`src/rtl/core/fcs_pkg.sv`:
```
// Shared types and constants for the feature column screening core.
package fcs_pkg;

	localparam int MAX_FEATURES_DEF = 64;
	localparam int COUNT_BITS_DEF   = 24;

	localparam int FIDX_W    = 6;   // feature index / position width
	localparam int VAL_W     = 32;  // Q16.16 sample width
	localparam int FC_W      = 7;   // feature_count register width
	localparam int LIM_W     = 31;  // extreme_limit register width
	localparam int REASON_W  = 3;
	localparam int S_TDATA_W = 40;
	localparam int S_TUSER_W = 2;
	localparam int M_TDATA_W = 16;
	localparam int CFG_IDX_W = 1;
	localparam int CFG_DAT_W = 31;

	localparam logic [FC_W-1:0]  FC_RESET    = 7'd64;
	localparam logic [LIM_W-1:0] LIMIT_RESET = 31'd65536000;

	localparam logic [CFG_IDX_W-1:0] REG_FEATURE_COUNT = 1'b0;
	localparam logic [CFG_IDX_W-1:0] REG_EXTREME_LIMIT = 1'b1;

	localparam logic CMD_ACCUMULATE = 1'b0;
	localparam logic CMD_REPORT     = 1'b1;

	typedef enum logic [REASON_W-1:0] {
		RSN_KEEP      = 3'd0,
		RSN_NO_FINITE = 3'd1,
		RSN_ALL_ZERO  = 3'd2,
		RSN_EXTREME   = 3'd3,
		RSN_MISSING   = 3'd4
	} reason_t;

	// operations of the shared compare unit; each yields a < b
	typedef enum logic [2:0] {
		OP_LO   = 3'd0,  // value < min
		OP_HI   = 3'd1,  // max < value
		OP_XMAX = 3'd2,  // limit < |max|
		OP_XMIN = 3'd3,  // limit < |min|
		OP_MISS = 3'd4   // 20*finite < 19*total
	} cmp_op_t;

endpackage

```
`src/rtl/core/fcs_cmp.sv`:
```
// Shared signed compare unit: builds both operands for the selected check.
module fcs_cmp #(
	parameter int CW = 24
) (
	input  fcs_pkg::cmp_op_t                op,
	input  logic [fcs_pkg::VAL_W-1:0]       value,
	input  logic [fcs_pkg::VAL_W-1:0]       min_val,
	input  logic [fcs_pkg::VAL_W-1:0]       max_val,
	input  logic [CW-1:0]                   fin_cnt,
	input  logic [CW-1:0]                   tot_cnt,
	input  logic [fcs_pkg::LIM_W-1:0]       limit,
	output logic                            lt
);
	import fcs_pkg::*;

	localparam int CMPW = (CW + 6 > VAL_W + 1) ? CW + 6 : VAL_W + 1;

	logic signed [CMPW-1:0] sx_val, sx_min, sx_max, mag_sel, zx_lim, zx_fin, zx_tot;
	logic signed [CMPW-1:0] a, b;
	logic [VAL_W-1:0]       mag_src;

	assign sx_val = {{(CMPW-VAL_W){value[VAL_W-1]}}, value};
	assign sx_min = {{(CMPW-VAL_W){min_val[VAL_W-1]}}, min_val};
	assign sx_max = {{(CMPW-VAL_W){max_val[VAL_W-1]}}, max_val};
	assign zx_lim = {{(CMPW-LIM_W){1'b0}}, limit};
	assign zx_fin = {{(CMPW-CW){1'b0}}, fin_cnt};
	assign zx_tot = {{(CMPW-CW){1'b0}}, tot_cnt};

	// one negate serves both magnitude checks
	assign mag_src = (op == OP_XMIN) ? min_val : max_val;
	always_comb begin
		logic signed [CMPW-1:0] sx;
		sx = {{(CMPW-VAL_W){mag_src[VAL_W-1]}}, mag_src};
		mag_sel = mag_src[VAL_W-1] ? -sx : sx;
	end

	always_comb begin
		case (op)
			OP_LO: begin
				a = sx_val;
				b = sx_min;
			end
			OP_HI: begin
				a = sx_max;
				b = sx_val;
			end
			OP_XMAX, OP_XMIN: begin
				a = zx_lim;
				b = mag_sel;
			end
			OP_MISS: begin
				a = (zx_fin <<< 4) + (zx_fin <<< 2);
				b = (zx_tot <<< 4) + (zx_tot <<< 1) + zx_tot;
			end
			default: begin
				a = '0;
				b = '0;
			end
		endcase
	end

	assign lt = a < b;

endmodule

```
`config.mk`:
```
export PLATFORM = sky130hd
export DESIGN_NAME = fcs_cmp
export DESIGN_NICKNAME = d
export VERILOG_FILES = /design/src/rtl/core/fcs_pkg.sv /design/src/rtl/core/fcs_cmp.sv
export SDC_FILE = /design/constraint.sdc
export NUM_CORES = 1
export LEC_CHECK = 0
export BUFFER_PORTS_ARGS = -buffer_cell sky130_fd_sc_hd__buf_2
export CAP_MARGIN = 20
export CELL_PAD_IN_SITES_DETAIL_PLACEMENT = 1
export CELL_PAD_IN_SITES_GLOBAL_PLACEMENT = 1
export CORE_MARGIN = 1
export CORE_UTILIZATION = 39
export DETAILED_ROUTE_END_ITERATION = 7
export PLACE_DENSITY_LB_ADDON = 0.1
export SLEW_MARGIN = 20
export SYNTH_ARGS = -nofsm -noshare
export SYNTH_HDL_FRONTEND = slang
export SYNTH_SLANG_ARGS = --single-unit
```
`constraint.sdc`:
```
create_clock -name vclk -period 10.6
set_input_delay 2.65 -clock vclk [all_inputs]
set_output_delay 2.65 -clock vclk [all_outputs]
set_load 0.1 [all_outputs]
```
After elaboration in Yosys (flattened, before gate mapping)
Cells that the tools add are included.
{ "op_classes": {"add_sub_neg": 4, "n_lt_le_gt_ge": 1, "eq_ne": 4, "n_mux": 4, "reduce_logical": 2} }
{ "op_table": {"columns": ["cell", "n"], "rows": [
  ["one-hot mux 33 bit (4 select lines)", 2],
  ["< comparator 33 bit", 1],
  ["two-way mux 33 bit", 1],
  ["negator 32 -> 33 bit", 1],
  ["two-way mux 32 bit", 1],
  ["adder 29 x 24 -> 30 bit", 1],
  ["adder 28 x 25 -> 29 bit", 1],
  ["adder 28 x 26 -> 29 bit", 1],
  ["equality test 3 x 2 -> 1 bit (second input constant)", 2],
  ["equality test 3 x 1 -> 1 bit (second input constant)", 1],
  ["equality test 3 bit (second input constant)", 1],
  ["zero test 3 bit", 1],
  ["OR reduction 2 bit", 1]
]} }
{ "totals": {"ff_bits": 0, "word_cells": 15} }

Longest topological paths before layout
{ "depth": {"word_depth": 6, "ltp_mapped": 23, "mapped_depth_nobuf": 22} }

Least setup slack after synthesis
No wires, ideal clock.
{ "synth_timing": {"path_type": "input to output", "startpoint": "input port op[2]", "endpoint": "output port lt", "n_path_buf": 4, "setup_slack_ns": 0.429, "t_arrival_ns": 7.521, "stages": 19, "required_time_ns": 7.950, "path_cell_list": "buf_2 -> nand3b_1 -> clkbuf_1 -> clkbuf_1 -> buf_2 -> mux2i_1 -> ha_1 -> inv_1 -> nor4_2 -> o211ai_1 -> o21ai_1 -> xnor2_1 -> a211oi_1 -> a21oi_1 -> ha_1 -> a2111oi_0 -> a2111oi_0 -> a211oi_1 -> a41o_1"} }
{ "synth_between": {"elab_chain_len": 6} }
{ "synth_rtl": {"columns": ["item", "line", "rtl"], "rows": [
  ["start, declared", "fcs_cmp.sv:5", "input fcs_pkg::cmp_op_t op,"],
  ["equality test 3 x 2 -> 1 bit", "fcs_cmp.sv:30, fcs_cmp.sv:38", null],
  ["two-way mux 32 bit", "fcs_cmp.sv:30", "assign mag_src = (op == OP_XMIN) ? min_val : max_val;"],
  ["negator 32 -> 33 bit", "fcs_cmp.sv:34", "mag_sel = mag_src[VAL_W-1] ? -sx : sx;"],
  ["two-way mux 33 bit", "fcs_cmp.sv:34", null],
  ["one-hot mux 33 bit (4 select lines)", "fcs_cmp.sv:38", "case (op)"],
  ["< comparator 33 bit *", "fcs_cmp.sv:62", "assign lt = a < b;"],
  ["end, declared", "fcs_cmp.sv:12", "output logic lt"]
]} }
Mark *: on every way between the ends. The rest lies on a longest branch, timed or not.

Worst setup path in the final report
{ "layout_timing": {"startpoint": "input port tot_cnt[0]", "endpoint": "output port lt"} }
{ "layout_between": {"elab_chain_len": 4} }
{ "layout_rtl": {"columns": ["item", "line", "rtl"], "rows": [
  ["start, declared", "fcs_cmp.sv:10", "input logic [CW-1:0] tot_cnt,"],
  ["adder 28 x 25 -> 29 bit", "fcs_cmp.sv:53", "b = (zx_tot <<< 4) + (zx_tot <<< 1) + zx_tot;"],
  ["adder 29 x 24 -> 30 bit *", "fcs_cmp.sv:53", null],
  ["one-hot mux 33 bit (4 select lines) *", "fcs_cmp.sv:38", null],
  ["< comparator 33 bit *", "fcs_cmp.sv:62", null]
]} }
Marked as above.

==> key figures <==
Status
  – Outcome: finished clean

Floorplan
  – Core ar.: 15830 um^2
  – Die Wd: 129.3 um
  – Number of placed I/O pins: 179
  – Rows: 46
  – Starting Density: 39.93%
  – Die Y-Extent: 129.3 um
  – Die Area: 16720 um^2

Worst setup path
  – Data required, critical path: 7950 ps
  – Worst Path Buf+Inv: 4
  – Critical Path Max Stage Delay: 540 ps
  – Data arrival, critical path: 7450 ps
  – Critical Path End Type: output pin
  – Startpoint Class: input pin
  – Crit path max-delay family: compound AO/OA/AOI/OAI gates
  – Critical Path Start: tot_cnt[0]
  – CP max FO: 4
  – Crit path depth: 21
  – Crit-path slowest cell: fa_1
  – CP Class: input pin to output pin
  – Crit path capture: lt
  – CP cell instances: buf_2, inv_1, fa_1, inv_1, ha_1, a21oi_1, o211ai_1, o21ai_0, a21boi_1, a31oi_2, o21ai_1, a211oi_1, a221oi_1, a21oi_1, ha_1, a2111oi_0, a2111oi_0, a211oi_1, nor2_1, a41o_1, buf_12

Synthesis
  – Synthesized cell area: 6320 um^2
  – Syn Nets: 1172
  – Mapped Cells: 889
  – Synth unique cells: 67
  – Avg Cell Area, Syn: 7.109 um^2
  – Yosys warns: 0
  – Sequential area share after synthesis: 0%

Timing
  – Setup TNS: 0 ps
  – Post-route minimum period: 10100 ps
  – Final setup viols: 0
  – Final Hold Violating Endpoints: 0
  – Worst-Margin Slew: 1077 ps
  – Final period utilization: 95.26%
  – Peak Freq: 0.09904 GHz
  – Slew Viols, Final: 0
  – RSZ-0062 raised after global routing: no
  – Slew HR: 28.04%

Cells and area
  – Layout area overhead: 17.92%
  – Nets: 1321
  – Layout cells sized above 1: 19.59%
  – Fill count: 2144
  – Clk_buf instances: 0
  – Most common cell after layout, fill and taps aside: buf_2
  – Most frequent cells in the layout: buf_2 (178), a21oi_1 (107), ha_1 (83)
  – Num sequential: 0
  – Post-route cell area: 7452 um^2
  – FF/Latch Area: 0 um^2

Place
  – GP Congestion: 0.9047
  – Buffers on Ports: 179
  – DP Wirelength: 20330 um
  – Dpl cell area: 7437 um^2

Min path
  – Hold WC Path Type: input pin to output pin
  – Hold path cells: 5

Global routing
  – Antenna violations before repair: 1
  – Vias in the first global route: 7556
  – GRT Resource Usage Total: 29.18%
  – Largest net degree at the start of global routing: 77
  – First-pass GRT wire length: 38910 um
  – Total grt overflow: 0

Route
  – Residual DRC: 0
  – Via Count: 7565
  – Pre-Repair DR Iteration Count: 5
  – DR WL/cell: 19.55 um
  – DR iter-0 viols: 377
  – DR vias/cell: 6.038
  – Drt total wl: 24500 um
  – Detail Route Antenna Nets: 0

Power
  – LEAKAGE: 3.394 nW
  – Worst VDD drop: 59.91 uV
  – Power density cells: 68.73 nW/um^2

Run
  – Max-cap violations: 0
==> worst min path at each step <==
| stage | from | end | slack [ps] |
|---|---|---|---|
| 6_report | value[31] | lt | 6190 |
| 3_5_place_dp | value[31] | lt | 6180 |
| 4_1_cts | value[31] | lt | 6190 |
| 3_3_place_gp | value[31] | lt | 6190 |
| 5_1_grt | value[31] | lt | 6250 |
| 2_1_floorplan | value[31] | lt | 6160 |
==> power by group <==
| group | leakage, nW | total (mW) | internal (mW) | switching [mW] |
|---|---|---|---|---|
| Combinational | 3.39 | 0.512 | 0.213 | 0.299 |
| Sequential | 0 | 0 | 0 | 0 |
| Clock | 0.00000634 | 0.0000000126 | 0.0000000126 | 0 |
| Total | 3.39 | 0.512 | 0.213 | 0.299 |
==> final cells by class <==
cell class / count / area, um^2 / area share (%)
multi-input cells: 823 / 6083 / 81.63
repair buffers: 191 / 1013 / 13.60
diodes: 1 / 2.502 / 0.03358
well taps: 216 / 270.3 / 3.627
inverters: 22 / 82.58 / 1.108
==> tightest hold or removal path: cells and delay by family <==
kind,cells,cell delay [ps]
buffers and inverters,2,300
adders and majority gates,1,190
AOI/OAI and AO/OA,2,400
==> timing repair <==
action,4_1_cts,5_1_grt
resized for setup,0,2
buffers inserted,0,0
hold buffers,0,0
endpoints found under the setup margin,0,1
==> cells by family (layout without fill, tap and decap cells) <==
group,count (synthesis),after routing,synth area share (%)
compound gates,338,338,33.82
xor+xnor,63,63,8.731
fa+ha+maj,105,105,23.40
buf+inv,66,213,4.019
mux,61,61,9.662
other cells,0,1,0
simple gates,256,256,20.37
==> through the flow <==
step | util, % | cells | setup slack (ps) | total power, mW | hold WS [ps]
finish | 47.08 | 1253 | 502.6 | 0.5122 | 6190
global route | 47.08 | 1253 | 55.83 | 0.5683 | 6248
CTS | 46.99 | 1252 | 325.4 | 0.5061 | 6191
detailed placement | 46.99 | 1252 | 331.8 | 0.5024 | 6179
global placement | 46.99 | 1252 | 556.2 | 0.4946 | 6190
floorplan | - | 889 | 428.8 | 0.3388 | 6158
==> Yosys cell counts (5+ instances only) <==
master	number	area share [%]
ha_1	83	16
or3_1	8	0.79
a21o_1	21	2.5
inv_1	22	1.3
a31oi_1	7	0.69
nor3_1	28	2.2
buf_1	10	0.59
nand2b_1	10	0.99
xnor2_1	40	5.5
a222oi_1	5	0.79
mux2i_1	61	9.7
o31ai_1	5	0.59
nor2_1	74	4.4
o21bai_1	12	1.4
a211oi_1	27	3.2
clkbuf_1	29	1.7
and2_1	8	0.79
nor3b_1	5	0.59
o211ai_1	8	0.95
nand2_1	46	2.7
buf_2	5	0.40
a22oi_1	17	2.0
nand3_1	15	1.2
o21ai_0	58	4.6
fa_1	22	7.0
o21ai_1	10	0.79
nor4_1	8	0.79
nor2b_1	19	1.9
xor2_1	23	3.2
o22ai_1	19	1.9
a21oi_1	107	8.5
nand4_1	13	1.3
==> metal layers <==
metal | vias up | global-route usage [%] | part of all wire [%]
li1 | 3689 | - | -
met2 | 199 | 50.32 | 46
met4 | 0 | 2.561 | 0.75
met3 | 14 | 1.528 | 4.8
met5 | - | 0 | 0
met1 | 3663 | 41.26 | 48
Note: power is estimated with default switching activity, not from simulation.
