<file path="config.mk">
export PLATFORM = sky130hd
export DESIGN_NAME = fcs_ram
export DESIGN_NICKNAME = d
export VERILOG_FILES = /design/src/rtl/core/fcs_ram.sv
export SDC_FILE = /design/constraint.sdc
export NUM_CORES = 1
export LEC_CHECK = 0
export ABC_AREA = 1
export BUFFER_PORTS_ARGS = -buffer_cell sky130_fd_sc_hd__buf_2
export CORE_UTILIZATION = 60
export DETAILED_ROUTE_END_ITERATION = 7
export PLACE_DENSITY = 0.74
export SLEW_MARGIN = 40
export SYNTH_ARGS = -nofsm -noshare
export SYNTH_HDL_FRONTEND = slang
export SYNTH_SLANG_ARGS = --single-unit
</file>
<file path="constraint.sdc">
create_clock -name clk -period 4 [get_ports clk]
set_input_delay 0.8 -clock clk [delete_from_list [all_inputs] [get_ports clk]]
set_output_delay 0.8 -clock clk [all_outputs]
set_load 0.05 [all_outputs]
</file>
<file path="src/rtl/core/fcs_ram.sv">
// Generic single-write, single-read RAM with registered read data.
module fcs_ram #(
	parameter int W     = 8,
	parameter int DEPTH = 64,
	localparam int AW   = (DEPTH > 1) ? $clog2(DEPTH) : 1
) (
	input  logic          clk,
	input  logic          we,
	input  logic [AW-1:0] waddr,
	input  logic [W-1:0]  wdata,
	input  logic [AW-1:0] raddr,
	output logic [W-1:0]  rdata
);

	logic [W-1:0] mem [DEPTH];

	always_ff @(posedge clk) begin
		if (we) begin
			mem[waddr] <= wdata;
		end
		rdata <= mem[raddr];
	end

endmodule

</file>
# == Yosys cells after proc, flatten, opt, wreduce, memory -nomap -nowiden ==
# Memory sizes are Yosys's and may differ from the RTL's. A register that Yosys moved wholly into a read port is not among the register bits.
# Cells that the tools add are included.
# word_totals
ramBits,512
out_inout_bits,8
mem_count,1
wordCells,3
ff_bits,0
in_bits,22
# memory_table
name,depth,word_bits,rd,rd_ports_with_merged_regs,wr,line,text
mem,64,8,1,1,1,15,logic [W-1:0] mem [DEPTH];
# classes
n_mux,2
# op_table
operator,n
1-bit 2-to-1 mux,2

# == Logic depth before layout (Yosys ltp) ==
# Gate-level depths: netlist (run 1).
# logic_depth
depth_word,2
mapped_depth,12
ltp_nobuf,9

# == Least setup slack after synthesis (run 1) ==
# No wires, ideal clock.
# synth_timing
kind,input-to-reg
from,input we
to,memory mem[48][0] (enable)
stages,3
setup_ns,0.395
arrival_time_ns,2.171
t_required_ns,3.605
path_buffers,1
path_slack_ns,1.434
path_cell_list,clkbuf_1 -> nand4_1 -> nor4_1
# synth_between
elab_chain_cells,2
# synth_lines
item,line,text
from (decl),8,"input logic we,"
1-bit 2-to-1 mux,18,if (we) begin
1-bit 2-to-1 mux (implied by the code),19,mem[waddr] <= wdata;
to (decl),15,
# Every way passes these cells.

==> results.py, run 1 <==
metrics = {
    "sta": {
        "timing.final.crit_share": 0.622,
        "tns_ns": 0,
        "fmaxAchievable_mhz": 402,
        "maxSlewViolCount": 0,
        "hold_viol": 0,
        "fin_hold_ws_ns": 0.604,
        "relSlewSlack": 0.420,
        "fin_ws_ns": 1.51,
        "fin_skew_ns": 0.0166,
        "rsz0062_at_grt": "false",
        "setup_violations": 0,
        "tightest_slew_ns": 0.871,
        "layout_min_cycle_time_ns": 2.49,
    },
    "placed_design": {
        "gp_congestion": 0.863,
        "dp_hpwl_mm": 29.1,
        "io_buffers": 29,
        "pre_cts_ws_ns": 0.974,
    },
    "cts": {
        "ctsHoldBuffers": 0,
        "cts_sinks": 520,
        "postCtsSetupBuffers": 0,
        "clkLatencyLatePin_ns": 0.58,
        "htreeDepth": 2,
        "cts_root_buffer": "clkbuf_16",
        "clkTransAtPathRegs_ns": 0.06,
        "cts_max_path_buffers": 3,
        "cts_tree": "built",
        "cts_resized": 0,
        "cts_buffers": 50,
    },
    "global_routing": {
        "overflow": 0,
        "grt_use_met3": 0.0418,
        "grt_max_degree": 129,
        "grtUsageMet2": 0.461,
        "grt_pass1_vias": 13600,
        "grtUsageMet1": 0.423,
        "track_usage": 0.294,
        "antenna_found_initial": 4,
        "grt.busiest_layer": "met2",
        "grt_pass1_wl_mm": 79.0,
    },
    "yosys": {
        "synth_nets": 1827,
        "synth_warnings": 0,
        "synthFlopType": "edfxtp_1",
        "synth_edf_count": 512,
        "synth.cell_area_um2": 21300,
        "synth_most_common_cell": "nand2_1",
        "synth_top_area_frac": 0.720,
        "syn_area_per_cell_um2": 11.8,
        "synth_cell_types": 16,
        "ys_seq_area_frac": 0.728,
        "synth_area_leaders": "edfxtp_1 (72%), nand2_1 (11%), nand3_1 (10%), buf_6 (1.8%), nor2_1 (0.99%)",
        "netlist_top_cells_count": "nand2_1 (648), edfxtp_1 (512), nand3_1 (439), nor2_1 (56), buf_2 (37)",
        "syn_inst": 1805,
        "synth_area_leader_cell": "edfxtp_1",
        "ys_ff_latch": 520,
        "postSynth.asyncResetShare": 0,
    },
    "routing": {
        "vias_per_cell": 6.05,
        "drt_iter0_drc": 1522,
        "routedWlPerCell_um": 22.3,
        "drcViolationCount": 0,
        "via_count": 14000,
        "routed_wl_mm": 51.6,
        "antenna_left": 0,
        "first_pass_iters": 6,
    },
    "layout": {
        "seq_area_um2": 15500,
        "multi_input_area_um2": 4960,
        "n_fill_cell": 2469,
        "nets": 1842,
        "area_delta_synth_final_pct": 9.59,
        "drive_above_1_share": 0.0860,
    },
    "floorplanning": {
        "core_um2": 34800,
        "die_w_um": 191,
        "start_util": 0.613,
        "die_y_um": 191,
        "ios": 30,
        "num_rows": 68,
        "dieArea_um2": 36300,
    },
    "power_and_ir_drop": {
        "vdd_ir_drop_max_mv": 0.413,
        "power.total_mw": 11.6,
        "p_leak_nw": 8.46,
        "power_density_nw_per_um2": 494,
    },
    "worst_setup_path": {
        "critical_path.startpoint": "raddr[0]",
        "worstSetupStartpointType": "primary input",
        "cp.required_ns": 4.51,
        "critPathCaptureType": "flip-flop",
        "ff2ff_path_depth": 8,
        "arrival_ns": 3.00,
        "rr_startpoint": "mem[17][0]",
        "crit_type": "primary input to flip-flop",
        "cp_max_fo": 76,
    },
    "min_path": {
        "min-delay-start": "raddr[5]",
        "hold_path_depth": 3,
        "worst_hold_path_type": "primary input to flip-flop",
    },
    "status": {
        "status": "completed",
    },
    "flow_run": {
        "cap_violations": 0,
    },
}
worst max-delay path: stages:
cell	delay (ns)
buf_6	0.20
inv_6	0.48
buf_4	0.51
nand2_1	0.09
nand3_1	0.11
nand3_1	0.10
nand2_1	0.13
nand2_1	0.06
nand3_1	0.15
nand3_1	0.16
nand2_1	0.11
through the flow:
| step | utilization | instance area (um^2) | cells |
|---|---|---|---|
| 2_1_floorplan | - | 21300 | 1805 |
| 3_3_place_gp | 0.622 | 21700 | 2223 |
| 3_5_place_dp | 0.623 | 21700 | 2223 |
| 4_1_cts | 0.671 | 23400 | 2315 |
| 5_1_grt | 0.672 | 23400 | 2316 |
| 6_report | 0.672 | 23400 | 2316 |
sequential cells by signal (all words and copies together) (netlist names):
register  flops
mem         512
rdata         8
layer usage:
metal  vias to the layer above  part of all wire  wire, um
li1                       6382                 -         -
met1                      6797              0.40     20500
met2                       737              0.48     24600
met3                       103             0.095      4900
met4                         4             0.029      1520
met5                         -           0.00062        32
worst paths after layout:
| kind | endpoint | slack [ns] |
|---|---|---|
| max reg2reg | rdata[0] | 2.59 |
| max | rdata[0] | 1.51 |
| min | rdata[5] | 0.60 |
| min reg2reg | rdata[4] | 0.81 |
final cells by class:
| cell class | instances | area share |
|---|---|---|
| Antenna cell | 1 | 0.000107 |
| Clock buffer | 70 | 0.0620 |
| Clock inverter | 22 | 0.00995 |
| Inverter | 12 | 0.00235 |
| Multi-Input combinational cell | 1160 | 0.212 |
| Sequential cell | 520 | 0.664 |
| Tap cell | 455 | 0.0243 |
| Timing Repair Buffer | 76 | 0.0246 |
layout by cell type, fill, tap and decap left out, types with 4 or more instances in the layout:
master | Yosys | routed
dfxtp_1 | 8 | 8
nor2_2 | 0 | 5
inv_1 | 10 | 8
nor2_1 | 56 | 51
nor4_1 | 8 | 7
clkbuf_1 | 15 | 11
clkbuf_8 | 0 | 6
nand3_1 | 439 | 439
nand2_1 | 648 | 648
buf_2 | 37 | 21
nand4_1 | 9 | 9
clkinv_2 | 0 | 8
bufinv_16 | 0 | 5
clkbuf_16 | 0 | 53
edfxtp_1 | 512 | 512
buf_12 | 0 | 4
buf_4 | 14 | 49
clkinv_1 | 0 | 7
power breakdown:
group / internal, mW / switching [mW]
clock: 2.84 / 1.94
combinational: 0.168 / 0.555
sequential: 6.03 / 0.0199
kinds of logic (layout without fill, tap and decap cells):
family | count (synthesis) | count (layout) | share of synthesized area
buffers and inverters | 125 | 180 | 0.0402
DFF | 520 | 520 | 0.728
and+or+nand+nor | 1160 | 1160 | 0.232
other | 0 | 1 | 0
(Power assumes the default switching activity.)
==> run 2, diff against run 1 <==
Settings changed: ABC_AREA 1 to 0.
Clock period 4 ns to 2.35 ns, I/O delays scaled along.
==> results.py, run 2 <==
metrics = {
    "status": {
        "status": "completed",
    },
    "power_and_ir_drop": {
        "power_frac_clock": 0.390,
        "p_leak_nw": 7.65,
        "vdd_ir_drop_max_mv": 0.683,
        "power_frac_seq": 0.551,
        "p_sw_frac": 0.210,
        "p_sw_mw": 3.92,
        "power_density_nw_per_um2": 801,
        "p_comb_frac": 0.060,
        "p_int_mw": 14.8,
    },
    "layout": {
        "final_common_cell": "edfxtp_1",
        "final_util": 0.713,
        "multi_input_area_um2": 4320,
        "top_register": "mem",
        "top_regs": "mem (512), rdata (8)",
        "nets": 1146,
        "area_delta_synth_final_pct": 15.9,
        "drive_above_1_share": 0.334,
        "layout_common_cells": "edfxtp_1 (512), buf_4 (142), mux4_2 (126)",
        "seq_area_um2": 15500,
        "n_fill_cell": 1900,
        "largest_register_ffs": 512,
    },
    "global_routing": {
        "grt_pass1_vias": 10300,
        "overflow": 0,
        "antenna_found_initial": 2,
        "grt_pass1_wl_mm": 66.2,
        "track_usage": 0.275,
        "grt_max_degree": 65,
    },
    "cts": {
        "cts_buffers": 50,
        "clkLatencyLatePin_ns": 0.56,
        "htreeDepth": 2,
        "cts_root_buffer": "clkbuf_16",
        "postCtsSetupBuffers": 0,
        "cts_max_path_buffers": 3,
        "cts_resized": 0,
        "cts_tree": "built",
        "cts_sinks": 520,
        "clkTransAtPathRegs_ns": 0.06,
        "ctsHoldBuffers": 0,
    },
    "routing": {
        "routed_wl_mm": 44.9,
        "top_layer": "met5",
        "wl_met1_mm": 17.8,
        "met3WireLength_mm": 4.28,
        "drcViolationCount": 0,
        "first_pass_iters": 5,
        "via_count": 10200,
        "drt_iter0_drc": 1124,
        "vias_per_cell": 6.35,
        "met2WireLength_mm": 21.4,
        "antenna_left": 0,
        "routedWlPerCell_um": 28.0,
    },
    "floorplanning": {
        "die_w_um": 185,
        "dieArea_um2": 34300,
        "num_rows": 66,
        "ios": 30,
        "die_y_um": 185,
        "core_um2": 32800,
        "start_util": 0.615,
    },
    "worst_setup_path": {
        "path_cells": "mux4_2 > mux2_2 > o221a_2 > nor3_1 > o32ai_1",
        "cp.required_ns": 2.77,
        "r2r_slack_ns": 0.23,
        "max_stage_delay_ns": 0.46,
        "arrival_ns": 2.54,
        "cp_max_fo": 1,
        "crit_type": "flip-flop to flip-flop",
        "worstSetupStartpointType": "flip-flop",
        "critPathCaptureType": "flip-flop",
        "cp_slowest_cell": "mux4_2",
    },
    "yosys": {
        "synth_area_leader_cell": "edfxtp_1",
        "synth_nets": 962,
        "synth_most_common_cell": "edfxtp_1",
        "synth_top_area_frac": 0.762,
        "synth_area_leaders": "edfxtp_1 (76%), mux4_2 (14%), nor2_1 (1.5%), mux2i_1 (1.1%), dfxtp_1 (0.79%)",
        "ys_ff_latch": 520,
        "synthFlopType": "edfxtp_1",
        "synth_warnings": 0,
        "synth.cell_area_um2": 20200,
        "netlist_top_cells_count": "edfxtp_1 (512), mux4_2 (126), nor2_1 (83), mux2i_1 (23), nand2_1 (19)",
        "syn_area_per_cell_um2": 21.5,
        "ys_seq_area_frac": 0.770,
        "synth_cell_types": 40,
        "postSynth.asyncResetShare": 0,
        "synth_edf_count": 512,
        "syn_inst": 940,
    },
    "sta": {
        "fmaxAchievable_mhz": 471,
        "fin_skew_ns": 0.0174,
        "tns_ns": 0,
        "tightest_slew_ns": 0.740,
        "relSlewSlack": 0.507,
        "rsz0062_at_grt": "false",
        "layout_min_cycle_time_ns": 2.12,
        "setup_violations": 0,
        "fin_ws_ns": 0.228,
        "timing.final.crit_share": 0.903,
        "maxSlewViolCount": 0,
        "hold_viol": 0,
    },
    "placed_design": {
        "dp_hpwl_mm": 28.6,
        "gp_congestion": 0.845,
        "pre_cts_ws_ns": -0.242,
        "io_buffers": 29,
    },
    "flow_run": {
        "cap_violations": 0,
    },
    "min_path": {
        "worst_hold_path_type": "primary input to flip-flop",
    },
}
run 2: cell types whose count changed after synthesis, sizes merged, moves of 8 or more:
cell / delta
o221ai: +8
o22ai: +8
nand3: -426
nor2: +27
mux2: +13
inv: -12
mux2i: +23
mux4: +126
buf: -64
nand2: -629
nor2b: +14
run 2: metrics by stage:
step | instances | total power, mW | cell area (um^2) | hold WS [ns]
after CTS | 1603 | 18.8 | 23400 | 0.328
after global placement | 1514 | 11.6 | 21900 | 0.796
after detailed placement | 1514 | 11.6 | 21900 | 0.834
after floorplan | 940 | 11.1 | 20200 | 0.569
after global routing | 1603 | 19.2 | 23400 | 0.337
final | 1604 | 18.7 | 23400 | 0.327
run 2: layout make-up:
class | instances | share of cell area
clock buffers | 65 | 0.0569
well taps | 442 | 0.0237
flip-flops and latches | 520 | 0.665
diodes | 1 | 0.000107
clock inverters | 24 | 0.00605
repair buffers | 183 | 0.0638
multi-input cells | 369 | 0.185
run 2: worst paths after layout:
| check | start | cells after the start | end |
|---|---|---|---|
| worst min register to register | mem[0][7] | 4 | rdata[7] |
| worst max register to register | mem[29][6] | 5 | rdata[6] |
| worst max-delay path | mem[29][6] | 5 | rdata[6] |
| worst min-delay path | wdata[4] | 1 | mem[57][4] |
run 2: worst max-delay path, delay by kind of cell (launching register included):
kind / cells / cell delay (ns)
AOI/OAI and AO/OA: 2 / 0.43
muxes: 2 / 0.75
and+or+nand+nor: 1 / 0.44
DFF: 1 / 0.36
run 2: power by group through the flow:
stage          logic (mW)  registers [mW]  clock network, mW
2_1_floorplan       0.547            10.5                  0
3_3_place_gp         1.09            10.5                  0
3_5_place_dp         1.11            10.5                  0
4_1_cts              1.11            10.3               7.37
5_1_grt              1.17            10.3               7.71
6_report             1.11            10.3               7.30
run 2: cell families after synthesis:
kind of cell	synth area share
buffers and inverters	0.0157
DFF	0.770
AOI/OAI and AO/OA	0.0207
muxes	0.159
and+or+nand+nor	0.0339
run 2: routing by layer:
layer | track usage | vias to the layer above
li1 | - | 4292
met5 | 0 | -
met1 | 0.394 | 5256
met3 | 0.0541 | 103
met4 | 0.0939 | 2
met2 | 0.430 | 531
==> run 3, diff against run 2 <==
Settings changed: CTS_CLUSTER_DIAMETER set to 150.
Clock period 2.35 ns to 2.7 ns, I/O delays scaled along.
==> results.py, run 3 (synthesis gave the netlist of run 2 again) <==
metrics = {
    "floorplanning": {
        "ios": 30,
        "dieArea_um2": 34300,
        "start_util": 0.615,
        "num_rows": 66,
        "core_um2": 32800,
        "die_w_um": 185,
        "die_y_um": 185,
    },
    "cts": {
        "clkLatencyLatePin_ns": 0.56,
        "cts_resized": 0,
        "clkTransAtPathRegs_ns": 0.06,
        "cts_max_path_buffers": 3,
        "cts_sinks": 520,
        "ctsHoldBuffers": 0,
        "cts_tree": "built",
        "postCtsSetupBuffers": 0,
        "cts_root_buffer": "clkbuf_16",
        "cts_buffers": 50,
        "htreeDepth": 2,
    },
    "worst_setup_path": {
        "cp_max_fo": 12,
        "worstSetupStartpointType": "primary input",
        "arrival_ns": 2.75,
        "r2r_slack_ns": 0.58,
        "ff2ff_path_depth": 5,
        "rr_startpoint": "mem[3][5]",
        "cp.required_ns": 3.12,
        "critPathCaptureType": "flip-flop",
        "crit_type": "primary input to flip-flop",
        "critical_path.startpoint": "raddr[0]",
    },
    "sta": {
        "fin_skew_ns": 0.0172,
        "tightest_slew_ns": 0.816,
        "fin_ws_ns": 0.372,
        "fmaxAchievable_mhz": 430,
        "rsz0062_at_grt": "false",
        "setup_violations": 0,
        "relSlewSlack": 0.456,
        "layout_min_cycle_time_ns": 2.33,
        "timing.final.crit_share": 0.862,
        "maxSlewViolCount": 0,
        "fin_hold_ws_ns": 0.338,
        "tns_ns": 0,
        "hold_viol": 0,
    },
    "power_and_ir_drop": {
        "power_density_nw_per_um2": 731,
        "p_int_mw": 13.5,
        "p_leak_nw": 7.57,
        "p_sw_mw": 3.49,
        "p_comb_frac": 0.054,
        "power_frac_seq": 0.526,
        "vdd_ir_drop_max_mv": 0.645,
        "p_sw_frac": 0.205,
        "power_frac_clock": 0.420,
    },
    "layout": {
        "nets": 1111,
        "largest_register_ffs": 512,
        "top_regs": "mem (512), rdata (8)",
        "n_fill_cell": 1948,
        "area_delta_synth_final_pct": 15.5,
        "diodes": 0,
        "drive_above_1_share": 0.326,
        "final_common_cell": "edfxtp_1",
        "top_register": "mem",
        "final_util": 0.711,
        "layout_common_cells": "edfxtp_1 (512), mux4_2 (126), buf_4 (110)",
        "layout.cells.non_filler": 1571,
    },
    "placed_design": {
        "gp_congestion": 0.843,
        "placed_cells": 1479,
        "pre_cts_ws_ns": -0.301,
        "io_buffers": 29,
        "dp_hpwl_mm": 27.7,
    },
    "global_routing": {
        "antenna_found_initial": 2,
        "grt_max_degree": 65,
        "track_usage": 0.275,
        "grt_pass1_wl_mm": 66.3,
        "grt_pass1_vias": 10400,
        "overflow": 0,
    },
    "status": {
        "status": "completed",
    },
    "min_path": {
        "hold_path_depth": 1,
        "min-delay-start": "wdata[0]",
        "worst_hold_path_type": "primary input to flip-flop",
    },
    "routing": {
        "antenna_left": 0,
        "via_count": 10100,
        "drt_iter0_drc": 1235,
        "vias_per_cell": 6.45,
        "routedWlPerCell_um": 28.4,
        "first_pass_iters": 7,
        "routed_wl_mm": 44.6,
        "drcViolationCount": 0,
    },
    "flow_run": {
        "cap_violations": 0,
    },
}
run 3: layout make-up:
cell class	instances	area, um^2	share of cell area
Timing Repair Buffer	148	1190	0.0511
Tap cell	442	553	0.0237
Clock buffer	68	1420	0.0610
Clock inverter	24	283	0.0121
Multi-Input combinational cell	369	4320	0.185
Sequential cell	520	15500	0.667
run 3: critical path, cell delays in order:
cell and delay [ns]:
clkbuf_8 0.24, buf_12 0.17, buf_12 0.15, mux4_2 0.50, nor2b_1 0.14, a2111oi_1 0.69, buf_4 0.23, o41ai_1 0.06
run 3: worst paths after layout:
check / endpoint
min reg2reg: rdata[4]
max reg2reg: rdata[5]
max: rdata[5]
min: mem[22][0]
run 3: metrics by stage:
step / instance area [um^2] / power [mW]
floorplan: 20200 / 9.65
global placement: 21600 / 10.0
detailed placement: 21600 / 10.1
CTS: 23300 / 17.1
global route: 23300 / 17.4
finish: 23300 / 17.0
run 3: power groups by stage:
stage                     sequential [mW]  combinational [mW]  clock (mW)
after global routing                 8.96               0.978        7.51
after floorplan                      9.17               0.476           0
after CTS                            8.96               0.926        7.23
after detailed placement             9.13               0.921           0
final                                8.96               0.924        7.15
after global placement               9.13               0.901           0
run 3: metal layers:
metal / vias up / global-route usage / wire, um
met3: 112 / 0.0503 / 3970
met4: 7 / 0.0995 / 1490
met2: 527 / 0.437 / 21700
met5: - / 0.0119 / 76
met1: 5269 / 0.385 / 17400
li1: 4220 / - / -
